==> src/rtl/core/assert_macros.svh <==
// Assertion macros used by the RTL of the octant table angle unit.
// Define SYNTH to compile them away; nothing else is required.
`ifndef ASSERT_MACROS_SVH
`define ASSERT_MACROS_SVH
`ifndef SYNTH
`define AOTA_ASSERT(lbl, clk, rst_n, prop) \
    lbl: assert property (@(posedge clk) disable iff (!rst_n) prop) \
        else $error("assertion failed");
`define AOTA_NEVER(lbl, clk, rst_n, cond) \
    lbl: assert property (@(posedge clk) disable iff (!rst_n) !(cond)) \
        else $error("forbidden condition seen");
`else
`define AOTA_ASSERT(lbl, clk, rst_n, prop)
`define AOTA_NEVER(lbl, clk, rst_n, cond)
`endif
`endif

==> src/rtl/core/aota_pkg.sv <==
// Package of the octant table angle unit: constants, codes and the word types
// passed along the divider chain and to the table. Depends on nothing.
`default_nettype none
package aota_pkg;
    localparam int TABLE_DEPTH = 257;
    localparam int ADDR_W      = 9;
    localparam int QUO_W       = 9;
    localparam int MAG_W       = 17;
    localparam int REM_W       = 24;
    localparam int DIV_W       = REM_W + 1;
    localparam int NUM_CELLS   = QUO_W;
    localparam int SHIFT_LO    = 6;
    localparam int SHIFT_HI    = 8;

    localparam logic [15:0] QUAD_LO = 16'd64;
    localparam logic [15:0] QUAD_HI = 16'd512;
    localparam logic [QUO_W-1:0]  QUO_MAX  = 9'd256;
    localparam logic [ADDR_W-1:0] ADDR_MAX = ADDR_W'(TABLE_DEPTH - 1);

    localparam logic OP_ANGLE    = 1'b0;
    localparam logic OP_WRITE    = 1'b1;
    localparam logic MODE_COARSE = 1'b0;
    localparam logic MODE_FINE   = 1'b1;

    typedef struct packed {
        logic              is_write;
        logic              mode;
        logic              negative;
        logic [15:0]       offset;
        logic              zero;
        logic [REM_W-1:0]  rem;
        logic [DIV_W-1:0]  div;
        logic [QUO_W-1:0]  quo;
        logic [ADDR_W-1:0] entry_index;
        logic [15:0]       entry_value;
    } t_cell_word;

    typedef struct packed {
        logic              wr_en;
        logic [ADDR_W-1:0] wr_addr;
        logic [15:0]       wr_data;
        logic              rd_en;
        logic [ADDR_W-1:0] rd_addr;
    } t_tbl_req;
endpackage
`default_nettype wire

==> src/rtl/core/aota_octant_table.sv <==
// Octant angle table: one write port and one read port with registered
// read data. Depends on aota_pkg.
`default_nettype none
module aota_octant_table (
    input  wire               i_clk,
    input  aota_pkg::t_tbl_req i_req,
    output logic [15:0]       o_rd_data
);
    import aota_pkg::*;

    logic [15:0] r_mem [TABLE_DEPTH];
    logic [15:0] r_rd_data;

    assign o_rd_data = r_rd_data;

    always_ff @(posedge i_clk) begin
        if (i_req.wr_en) begin
            r_mem[i_req.wr_addr] <= i_req.wr_data;
        end
        if (i_req.rd_en) begin
            r_rd_data <= r_mem[i_req.rd_addr];
        end
    end
endmodule
`default_nettype wire

==> config.mk <==
export PLATFORM = sky130hd
export DESIGN_NAME = aota_octant_table
export DESIGN_NICKNAME = d
export VERILOG_FILES = /design/src/rtl/core/assert_macros.svh /design/src/rtl/core/aota_pkg.sv /design/src/rtl/core/aota_octant_table.sv
export SDC_FILE = /design/constraint.sdc
export NUM_CORES = 2
export LEC_CHECK = 0
export BUFFER_PORTS_ARGS = -buffer_cell sky130_fd_sc_hd__buf_2
export CAP_MARGIN = 20
export CORE_ASPECT_RATIO = 1.2
export CORE_MARGIN = 5
export CORE_UTILIZATION = 57
export CTS_CLUSTER_DIAMETER = 100
export DETAILED_ROUTE_END_ITERATION = 12
export GPL_ROUTABILITY_DRIVEN = 0
export PLACE_DENSITY = 0.75
export SYNTH_ARGS = -nofsm -noshare
export SYNTH_HDL_FRONTEND = slang
export SYNTH_MEMORY_MAX_BITS = 65536
export SYNTH_SLANG_ARGS = --single-unit
==> constraint.sdc <==
create_clock -name i_clk -period 4.4 [get_ports i_clk]
set_input_delay 1.32 -clock i_clk [delete_from_list [all_inputs] [get_ports i_clk]]
set_output_delay 1.32 -clock i_clk [all_outputs]
set_load 0.05 [all_outputs]
# --- Word-level counts from Yosys, hierarchy flattened ---
# Memories as Yosys holds them, arrays and structs flattened. A register that Yosys moved wholly into a read port is not among the register bits.
# Cells that the tools add are included.
totals:
  word_cells: 3
  ramBits: 4112
  regBits: 0
  n_memories: 1
memory_table:
  columns: ["name", "words", "width", "rd", "rd_clocked_by_memory_dff", "write_ports", "line_no", "rtl"]
  rows:
  - ["r_mem", 257, 16, 1, 1, 1, "aota_octant_table.sv:11", "logic [15:0] r_mem [TABLE_DEPTH];"]
classes:
  mux: 2
ops:
  columns: ["op", "count"]
  rows:
  - ["1-bit 2-to-1 mux", 2]

# --- Depth between registers and ports, before layout ---
logic_depth:
  word_depth: 2
  mapped_depth: 14

# --- Worst setup path before layout ---
# No wires, ideal clock.
synth_path:
  path_type: "input to register"
  startpoint: "input i_req[28] in the netlist's numbering"
  endpoint: "memory r_mem[256][0], enable pin"
  path_slack_ns: 0.197
  t_arrival_ns: 3.766
  setup_ns: 0.437
  path_stages: 3
  required_time_ns: 3.963
  n_path_buf: 0
  cell_sequence: "nor3b_1 nand3_1 nor4b_1"
synth_lines:
  columns: ["element", "line_no", "rtl"]
  rows:
  - ["from (decl)", "aota_octant_table.sv:6", "input aota_pkg::t_tbl_req i_req,"]
  - ["to (decl)", "aota_octant_table.sv:11", null]
# No word-level cell before the write port.

==> flow_summary.json <==
{
  "dp_hpwl_microns": 266000,
  "cts_hold_buf": 0,
  "dieArea_sq_mm": 0.289,
  "chipWidth_microns": 492,
  "max_clock_freq_mhz": 237,
  "area.growth.synth_to_final_pct": 14.8,
  "tightest_slew_ns": 1.16,
  "hold_path_depth": 2,
  "critical_path_class": "input pin to flip-flop",
  "drcViolationCount": 0,
  "detailedRoute.firstIterationViolations": 13400,
  "cpLargestDelayFamily": "compound AO/OA/AOI/OAI gates",
  "cts_buffers": 390,
  "post_cts_resized": 0,
  "critPathMaxFanout": 31,
  "synth_seq_area_share": 0.780,
  "fin_nets": 8158,
  "synth_edf_count": 4128,
  "leakage_nw": 58.8,
  "insertion_delay_ns": 0.93,
  "grt_pass1_vias": 83600,
  "start_util": 0.572,
  "reg2reg_depth": 11,
  "yosys.area.top_type_share": 0.780,
  "timing_hold_violations_final": 0,
  "ios": 53,
  "vias": 83500,
  "htree_levels": 5,
  "fin_crit_sh": 0.958,
  "setup_violations": 0,
  "avgSynthCellArea_sq_um": 21.9,
  "root_buffer": "clkbuf_16",
  "peakVddDrop_uv": 344,
  "wl_microns": 439000,
  "cts_setup_buffers": 0,
  "maxCapViolations": 0,
  "synthTopCellsByArea": "edfxtp_1 (78%), mux4_2 (13%), mux2i_1 (2.8%), nor2_1 (0.76%), nand2_1 (0.47%)",
  "fin_worst_skew_ns": 0.0798,
  "port_buffers": 52,
  "finalMaxSlewViolations": 0,
  "start_kind": "input pin",
  "post_drt_wl_per_cell_microns": 36.3,
  "period_minus_slack_ns": 4.21,
  "drive_gt1_frac": 0.293,
  "worstPathRequired_ns": 5.07,
  "cp_cell_sequence": "buf_8 -> buf_4 -> buf_12 -> buf_4 -> mux4_2 -> mux4_2 -> a22oi_1 -> nand3_1 -> a21oi_1 -> o31ai_1",
  "synthesis.nets": 7281,
  "drt-vias-per-instance": 6.90,
  "syn_inst": 7244,
  "worstSetupPathDepth": 10,
  "syn_area_sq_mm": 0.159,
  "cts_buffer_depth": 4,
  "track_usage": 0.301,
  "first_pass_iters": 9,
  "coreArea_sq_mm": 0.278,
  "synth_top_area_cell": "edfxtp_1",
  "yosysMostFrequentCell": "edfxtp_1",
  "slowest_delay_ns": 0.53,
  "rsz0062_at_grt": "false",
  "endpoint_kind": "flip-flop",
  "power.density_mw_per_mm2": 447,
  "post-route-util": 0.657,
  "yosys-top-cells-count": "edfxtp_1 (4128), mux4_2 (922), mux2i_1 (447)",
  "arrival_ns": 4.88,
  "clock_sinks": 4128,
  "ys.warnings.count": 0,
  "synth_ff_type": "edfxtp_1",
  "cts_tree": "done",
  "hold_class": "flip-flop to flip-flop",
  "cp_num_buf_inv": 4,
  "antenna_found_initial": 35,
  "ys_ff_latch": 4128,
  "grt-ovfl-total": 0,
  "slew_headroom": 0.227,
  "clkTransAtPathRegs_ns": 0.06,
  "fp-row-count": 212,
  "cp_slowest_cell": "a21oi_1",
  "grt_max_degree": 140,
  "synth.distinct_cells": 56,
  "status": "complete, no violations",
  "grt_pass1_wl_microns": 620000,
  "die_h_microns": 588,
  "fin_total_pwr_mw": 81.5,
  "async_flop_share": 0,
  "ant_nets": 0
}
[metrics by stage]
step / hold slack [ns] / instances / setup slack, ns / TNS (ns) / cell area, sq um
global route: 0.543 / 12100 / 0.206 / 0 / 182000
global placement: 0.528 / 11400 / -0.725 / -3.74 / 170000
floorplan: 0.498 / 7244 / 0.197 / 0 / 159000
finish: 0.515 / 12100 / 0.186 / 0 / 182000
detailed placement: 0.535 / 11400 / -0.716 / -3.67 / 170000
CTS: 0.516 / 12100 / 0.221 / 0 / 182000
[power breakdown]
group          switching, mW  internal [mW]  leakage, nW
sequential            0.0553           43.3         37.1
clock                   14.4           19.2         6.17
combinational           2.87           1.67         15.6
total                   17.3           64.2         58.8
[tightest hold or removal path, stage by stage, from the launching register on]
cell	delay [ns]
edfxtp_1	0.33
nand2_1	0.06
o31ai_1	0.05
[kinds of logic after synthesis]
kind of cell           count (synthesis)  synth area share
AND/OR/NAND/NOR                      684            0.0181
AO/OA/AOI/OAI                        630            0.0268
multiplexers                        1377             0.159
buffers and inverters                425            0.0156
flip-flops                          4128             0.780
[metal layers]
layer	track usage	wire [microns]	vias to the layer above	share of wire
li1	-	-	32300	-
met3	0.0696	52400	1348	0.12
met5	0	145	-	0.00033
met2	0.473	210000	6622	0.48
met4	0.187	32800	24	0.075
met1	0.387	144000	43200	0.33
[registers in the layout, summed over array words and instances, names as in the netlist]
signal and flops:
o_rd_data 16, r_mem 4112
[final timing paths]
kind,from,endpoint,slack [ns]
worst max-delay path,i_req[1],o_rd_data[6],0.19
worst min-delay path,r_mem[256][6],o_rd_data[6],0.51
worst max register to register,r_mem[102][1],o_rd_data[1],1.08
worst min register to register,r_mem[256][6],o_rd_data[6],0.51
[cells in the final DEF, fill, tap and decap left out, types with 72 or more instances in the layout]
| cell | instances |
|---|---|
| o221ai_1 | 72 |
| o21ai_0 | 115 |
| nand2_1 | 198 |
| mux4_2 | 922 |
| clkinv_1 | 82 |
| mux2i_1 | 447 |
| clkinv_2 | 75 |
| clkbuf_16 | 395 |
| edfxtp_1 | 4128 |
| buf_12 | 132 |
| buf_4 | 722 |
| a22oi_1 | 93 |
| a21oi_1 | 92 |
| nor2_1 | 259 |
| o22ai_1 | 75 |
[cell type report]
cell class	count	area, sq um
clock buffers	462	10100
diodes	20	50.0
multi-input cells	2691	32700
flip-flops and latches	4128	124000
fillers	16800	95300
well taps	3638	4550
clock inverters	243	2500
repair buffers	905	8480
inverters	5	28.8
Note: power is estimated with default switching activity, not from simulation.
