--- src/rtl/core/assert_macros.svh ---
// Assertion macros used by the RTL of the octant table angle unit.
// Define SYNTH to compile them away; nothing else is required.
`ifndef ASSERT_MACROS_SVH
`define ASSERT_MACROS_SVH
`ifndef SYNTH
`define AOTA_ASSERT(lbl, clk, rst_n, prop) \
    lbl: assert property (@(posedge clk) disable iff (!rst_n) prop) \
        else $error("assertion failed");
`define AOTA_NEVER(lbl, clk, rst_n, cond) \
    lbl: assert property (@(posedge clk) disable iff (!rst_n) !(cond)) \
        else $error("forbidden condition seen");
`else
`define AOTA_ASSERT(lbl, clk, rst_n, prop)
`define AOTA_NEVER(lbl, clk, rst_n, cond)
`endif
`endif

--- src/rtl/core/aota_pkg.sv ---
// Package of the octant table angle unit: constants, codes and the word types
// passed along the divider chain and to the table. Depends on nothing.
`default_nettype none
package aota_pkg;
    localparam int TABLE_DEPTH = 257;
    localparam int ADDR_W      = 9;
    localparam int QUO_W       = 9;
    localparam int MAG_W       = 17;
    localparam int REM_W       = 24;
    localparam int DIV_W       = REM_W + 1;
    localparam int NUM_CELLS   = QUO_W;
    localparam int SHIFT_LO    = 6;
    localparam int SHIFT_HI    = 8;

    localparam logic [15:0] QUAD_LO = 16'd64;
    localparam logic [15:0] QUAD_HI = 16'd512;
    localparam logic [QUO_W-1:0]  QUO_MAX  = 9'd256;
    localparam logic [ADDR_W-1:0] ADDR_MAX = ADDR_W'(TABLE_DEPTH - 1);

    localparam logic OP_ANGLE    = 1'b0;
    localparam logic OP_WRITE    = 1'b1;
    localparam logic MODE_COARSE = 1'b0;
    localparam logic MODE_FINE   = 1'b1;

    typedef struct packed {
        logic              is_write;
        logic              mode;
        logic              negative;
        logic [15:0]       offset;
        logic              zero;
        logic [REM_W-1:0]  rem;
        logic [DIV_W-1:0]  div;
        logic [QUO_W-1:0]  quo;
        logic [ADDR_W-1:0] entry_index;
        logic [15:0]       entry_value;
    } t_cell_word;

    typedef struct packed {
        logic              wr_en;
        logic [ADDR_W-1:0] wr_addr;
        logic [15:0]       wr_data;
        logic              rd_en;
        logic [ADDR_W-1:0] rd_addr;
    } t_tbl_req;
endpackage
`default_nettype wire

--- src/rtl/core/aota_div_cell.sv ---
// One cell of the divider chain: resolves one quotient bit per word and
// hands the word to its neighbor. Depends on aota_pkg.
`default_nettype none
module aota_div_cell (
    input  wire                 i_clk,
    input  wire                 i_rst_n,
    input  wire                 i_valid,
    input  aota_pkg::t_cell_word i_word,
    input  wire                 i_go,
    output logic                o_valid,
    output aota_pkg::t_cell_word o_word,
    output logic                o_go
);
    import aota_pkg::*;

    logic       r_valid;
    t_cell_word r_word;
    t_cell_word n_word;
    logic       w_bit;

    assign o_go    = !r_valid || i_go;
    assign o_valid = r_valid;
    assign o_word  = r_word;

    always_comb begin
        w_bit = !i_word.zero && ({1'b0, i_word.rem} >= i_word.div);
        n_word = i_word;
        if (w_bit) begin
            n_word.rem = REM_W'({1'b0, i_word.rem} - i_word.div);
        end
        n_word.div = i_word.div >> 1;
        n_word.quo = {i_word.quo[QUO_W-2:0], w_bit};
    end

    always_ff @(posedge i_clk) begin
        if (!i_rst_n) begin
            r_valid <= 1'b0;
        end else if (o_go) begin
            r_valid <= i_valid;
        end
    end

    always_ff @(posedge i_clk) begin
        if (o_go && i_valid) begin
            r_word <= n_word;
        end
    end
endmodule
`default_nettype wire

--- config.mk ---
export PLATFORM = sky130hd
export DESIGN_NAME = aota_div_cell
export DESIGN_NICKNAME = d
export VERILOG_FILES = /design/src/rtl/core/assert_macros.svh /design/src/rtl/core/aota_pkg.sv /design/src/rtl/core/aota_div_cell.sv
export SDC_FILE = /design/constraint.sdc
export NUM_CORES = 1
export LEC_CHECK = 0
export ABC_AREA = 1
export BUFFER_PORTS_ARGS = -buffer_cell sky130_fd_sc_hd__buf_2
export CAP_MARGIN = 20
export CORE_ASPECT_RATIO = 2
export CORE_MARGIN = 2
export CORE_UTILIZATION = 49
export CTS_CLUSTER_SIZE = 8
export DETAILED_ROUTE_END_ITERATION = 7
export PLACE_DENSITY = 0.8
export SYNTH_ARGS = -nofsm -noshare
export SYNTH_HDL_FRONTEND = slang
export SYNTH_SLANG_ARGS = --single-unit
--- constraint.sdc ---
create_clock -name i_clk -period 8.22 [get_ports i_clk]
set_input_delay 0.411 -clock i_clk [delete_from_list [all_inputs] [get_ports i_clk]]
set_output_delay 0.411 -clock i_clk [all_outputs]
set_load 0.01 [all_outputs]
After elaboration in Yosys (flattened, before gate mapping). Index checks and enable logic that the tools add are counted. Widths: inputs -> output; s select.

Flip-flop bits (word level): 103. Word-level logic and storage cells: 19. Bits of input ports: 107. Output and inout port bits: 105.

$lt $le $gt $ge: 1. Reductions and logical operators: 5. Mux-type cells: 1. Add/subtract/negate cells: 1.

Operators by type and width (number): $ge 24x25->1 (1); $mux 24 (1); $sub 24x24->24 (1); $logic_and 1x1->1 (2); $logic_not 1->1 (2); $logic_or 1x1->1 (1).

Logic depth before layout (Yosys ltp).
Depth after elaboration: 3. Depth in mapped cells: 14. Gate-level depth less buffers: 14.

Worst setup path before layout. OpenSTA, ideal clock, no wires.

Kind: in2reg. Start: in i_valid. End: reg r_word, in the netlist o_word[0], enable pin. Path slack: 2.253 ns. Arrival: 5.371 ns. Stages: 2. Buffers on the path: 0. Setup time: 0.596 ns. Data required time: 7.624 ns. Cells stage by stage: inv_1 > a21oi_1.

Word-level cells in the longest chain between the ends: 1.

RTL lines: from (decl) (RTL line aota_div_cell.sv:7) `input wire i_valid,`; $logic_and 1x1->1 (RTL line aota_div_cell.sv:44) `if (o_go && i_valid) begin`; to (signal assigned) (RTL line aota_div_cell.sv:45) `r_word <= n_word;`; to (decl) (RTL line aota_div_cell.sv:17) `t_cell_word r_word;`.

Every way passes these cells. A chain may end at the register's enable or synchronous reset.

==> results.json <==
{
  "r2r-end": "o_word[16]$_DFFE_PP_",
  "tightest_slew_ps": 1054,
  "dp_hpwl_mm": 11.07,
  "endpoint_kind": "flip-flop",
  "drc": 0,
  "r2r_cells": 2,
  "die-area_um2": 12040,
  "p_leak_nw": 3.609,
  "synth_cell_types": 33,
  "slew_headroom_pct": 29.76,
  "path_class": "in2reg",
  "netlist_area_um2": 5454,
  "setup_viol": 0,
  "skew_ps": 7.421,
  "worstHoldPathCells": 1,
  "syn_area_per_cell_um2": 9.120,
  "ioPinCount": 212,
  "fmax_mhz": 418.0,
  "wl_per_cell_um": 14.86,
  "initial_core_util_pct": 50.14,
  "design_area_um2": 6939,
  "startpoint_type": "input port",
  "final_common_cell": "nand2_1",
  "ys_seq_elements": 103,
  "ant_nets": 0,
  "path_clk_slew_ps": 70,
  "fill_cells": 931,
  "antenna_found_initial": 0,
  "cts_root_buffer": "clkbuf_16",
  "setup_tns_ps": 0,
  "rsz0062_at_grt": "no",
  "post_cts_buffers": 0,
  "area_delta_synth_final_pct": 27.23,
  "status": "completed",
  "slew_viol_final": 0,
  "grt_max_degree": 85,
  "viasPerCell": 4.856,
  "post-place-ws_ps": 5474,
  "core_area_um2": 10880,
  "ctsResizeCount": 0,
  "grt_pass1_wl_mm": 21.76,
  "fin_crit_ps": 2392,
  "cp_max_fo": 25,
  "die_y_um": 153.2,
  "finalWorstSetupSlack_ps": 5828,
  "gp_congestion": 0.8763,
  "synthCells": 598,
  "clk_latency_ps": 340,
  "layout_common_cells": "nand2_1, buf_2, inv_1",
  "track_usage_pct": 23.64,
  "holdPathEnd": "o_word[91]$_DFFE_PP_",
  "overflow": 0,
  "place_area_um2": 6638,
  "yosys_warnings": 0,
  "fin_crit_sh_pct": 29.10,
  "cts_tree": "done",
  "fp.dieW_um": 78.60,
  "crit_required_ps": 8310,
  "hold_start": "i_word[91]",
  "nets": 944,
  "drt_iter0_drc": 260,
  "hold_slack_ps": 233.5,
  "io_buffers": 209,
  "r2r-start": "o_valid$_SDFFE_PN0N_",
  "ys_seq_area_share_pct": 56.53,
  "routed_wl_mm": 14.22,
  "hold_viol": 0,
  "rows": 54,
  "min_path_type": "in2reg",
  "vdd_drop_max_uv": 112.6,
  "reg2reg_setup_slack_ps": 5990,
  "cts_hold_buffers": 0,
  "diodes": 0,
  "numCtsBuffers": 9,
  "synth_nets": 730,
  "crit_arrival_ps": 2490,
  "vias": 4647,
  "cts_buffer_depth": 2,
  "p_per_area_nw_per_um2": 186.7,
  "drv_cap": 0,
  "clock-sinks": 103,
  "dr.pass1.iters": 4,
  "htreeDepth": 3,
  "grt_pass1_vias": 4636,
  "drive_above_1_share_pct": 31.09
}
metal layers:
layer / wire [µm] / vias to the layer above / track usage (%)
met5: 0 / - / 0
met4: 565 / 0 / 11.19
met3: 884 / 37 / 3.896
met2: 8016 / 190 / 47.62
met1: 4750 / 2088 / 21.60
li1: - / 2332 / -
metrics by stage:
step	instances	util (%)	power (mW)
after floorplan	598	-	0.7955
after global placement	941	61.02	0.8777
after detailed placement	941	61.02	0.8834
after CTS	957	63.79	1.306
after global routing	957	63.79	1.354
final	957	63.79	1.295
cells in the mapped netlist, drive strengths merged:
library cell | instances | area share (%)
nand2 | 226 | 16
inv | 116 | 8.0
edfxtp | 102 | 56
nand3 | 46 | 4.3
nor2 | 34 | 2.8
ha | 24 | 5.5
a21oi | 13 | 1.3
xor2 | 8 | 1.3
buf | 6 | 0.96
nand3b | 6 | 0.83
nand4 | 5 | 0.57
nor3 | 2 | 0.28
a21boi | 1 | 0.14
and2 | 1 | 0.11
clkbuf | 1 | 0.069
conb | 1 | 0.069
dfxtp | 1 | 0.37
fa | 1 | 0.37
o21ai | 1 | 0.092
o21bai | 1 | 0.14
or2 | 1 | 0.11
xnor2 | 1 | 0.16
how the worst max path moves through the flow:
stage                     depth (start not counted)                    to  startpoint  slack (ps)
after floorplan                                   2   o_word[0]$_DFFE_PP_     i_valid        2250
after global placement                           14  o_word[59]$_DFFE_PP_  i_word[41]        5490
after detailed placement                         14  o_word[59]$_DFFE_PP_  i_word[41]        5470
after CTS                                        14  o_word[69]$_DFFE_PP_  i_word[41]        5830
after global routing                             14  o_word[73]$_DFFE_PP_  i_word[41]        5640
final                                            14  o_word[67]$_DFFE_PP_  i_word[41]        5830
cell type report:
| cell class | instances | area, µm² | share of cell area, % |
|---|---|---|---|
| Clock buffer | 10 | 239.0 | 3.444 |
| Clock inverter | 6 | 62.56 | 0.9016 |
| Inverter | 116 | 435.4 | 6.275 |
| Multi-Input combinational cell | 372 | 1891 | 27.24 |
| Sequential cell | 103 | 3083 | 44.43 |
| Tap cell | 140 | 175.2 | 2.524 |
| Timing Repair Buffer | 210 | 1054 | 15.18 |
cell families (layout without fill, tap and decap cells):
logic type | count (synthesis) | in the layout | synth area share, %
DFF | 103 | 103 | 56.53
buffers and inverters | 123 | 342 | 9.016
and+or+nand+nor | 321 | 321 | 25.44
xor gates and xnor gates | 9 | 9 | 1.445
AOI/OAI and AO/OA | 16 | 16 | 1.629
other | 1 | 1 | 0.06876
adders and majority gates | 25 | 25 | 5.873
registers in the layout (all words and copies together) (netlist names):
register,flops
o_word,102
o_valid,1
critical path, cell delays in order:
cell and delay (ps):
buf_2 100, inv_1 40, ha_1 350, nand2_1 120, nor2_1 250, nand2_1 90, nor2_1 120, nand2_1 70
nand3_1 80, nor2_2 50, nand2_4 270, nand2_4 310, nand2_1 130, nand2_1 80
power breakdown:
| part | switching [mW] | internal (mW) | leakage, nW | total (mW) |
|---|---|---|---|---|
| combinational | 0.157 | 0.0905 | 2.46 | 0.247 |
| sequential | 0.00728 | 0.618 | 0.997 | 0.625 |
| clock | 0.201 | 0.222 | 0.148 | 0.423 |
Power figures use the tool's default switching activity.
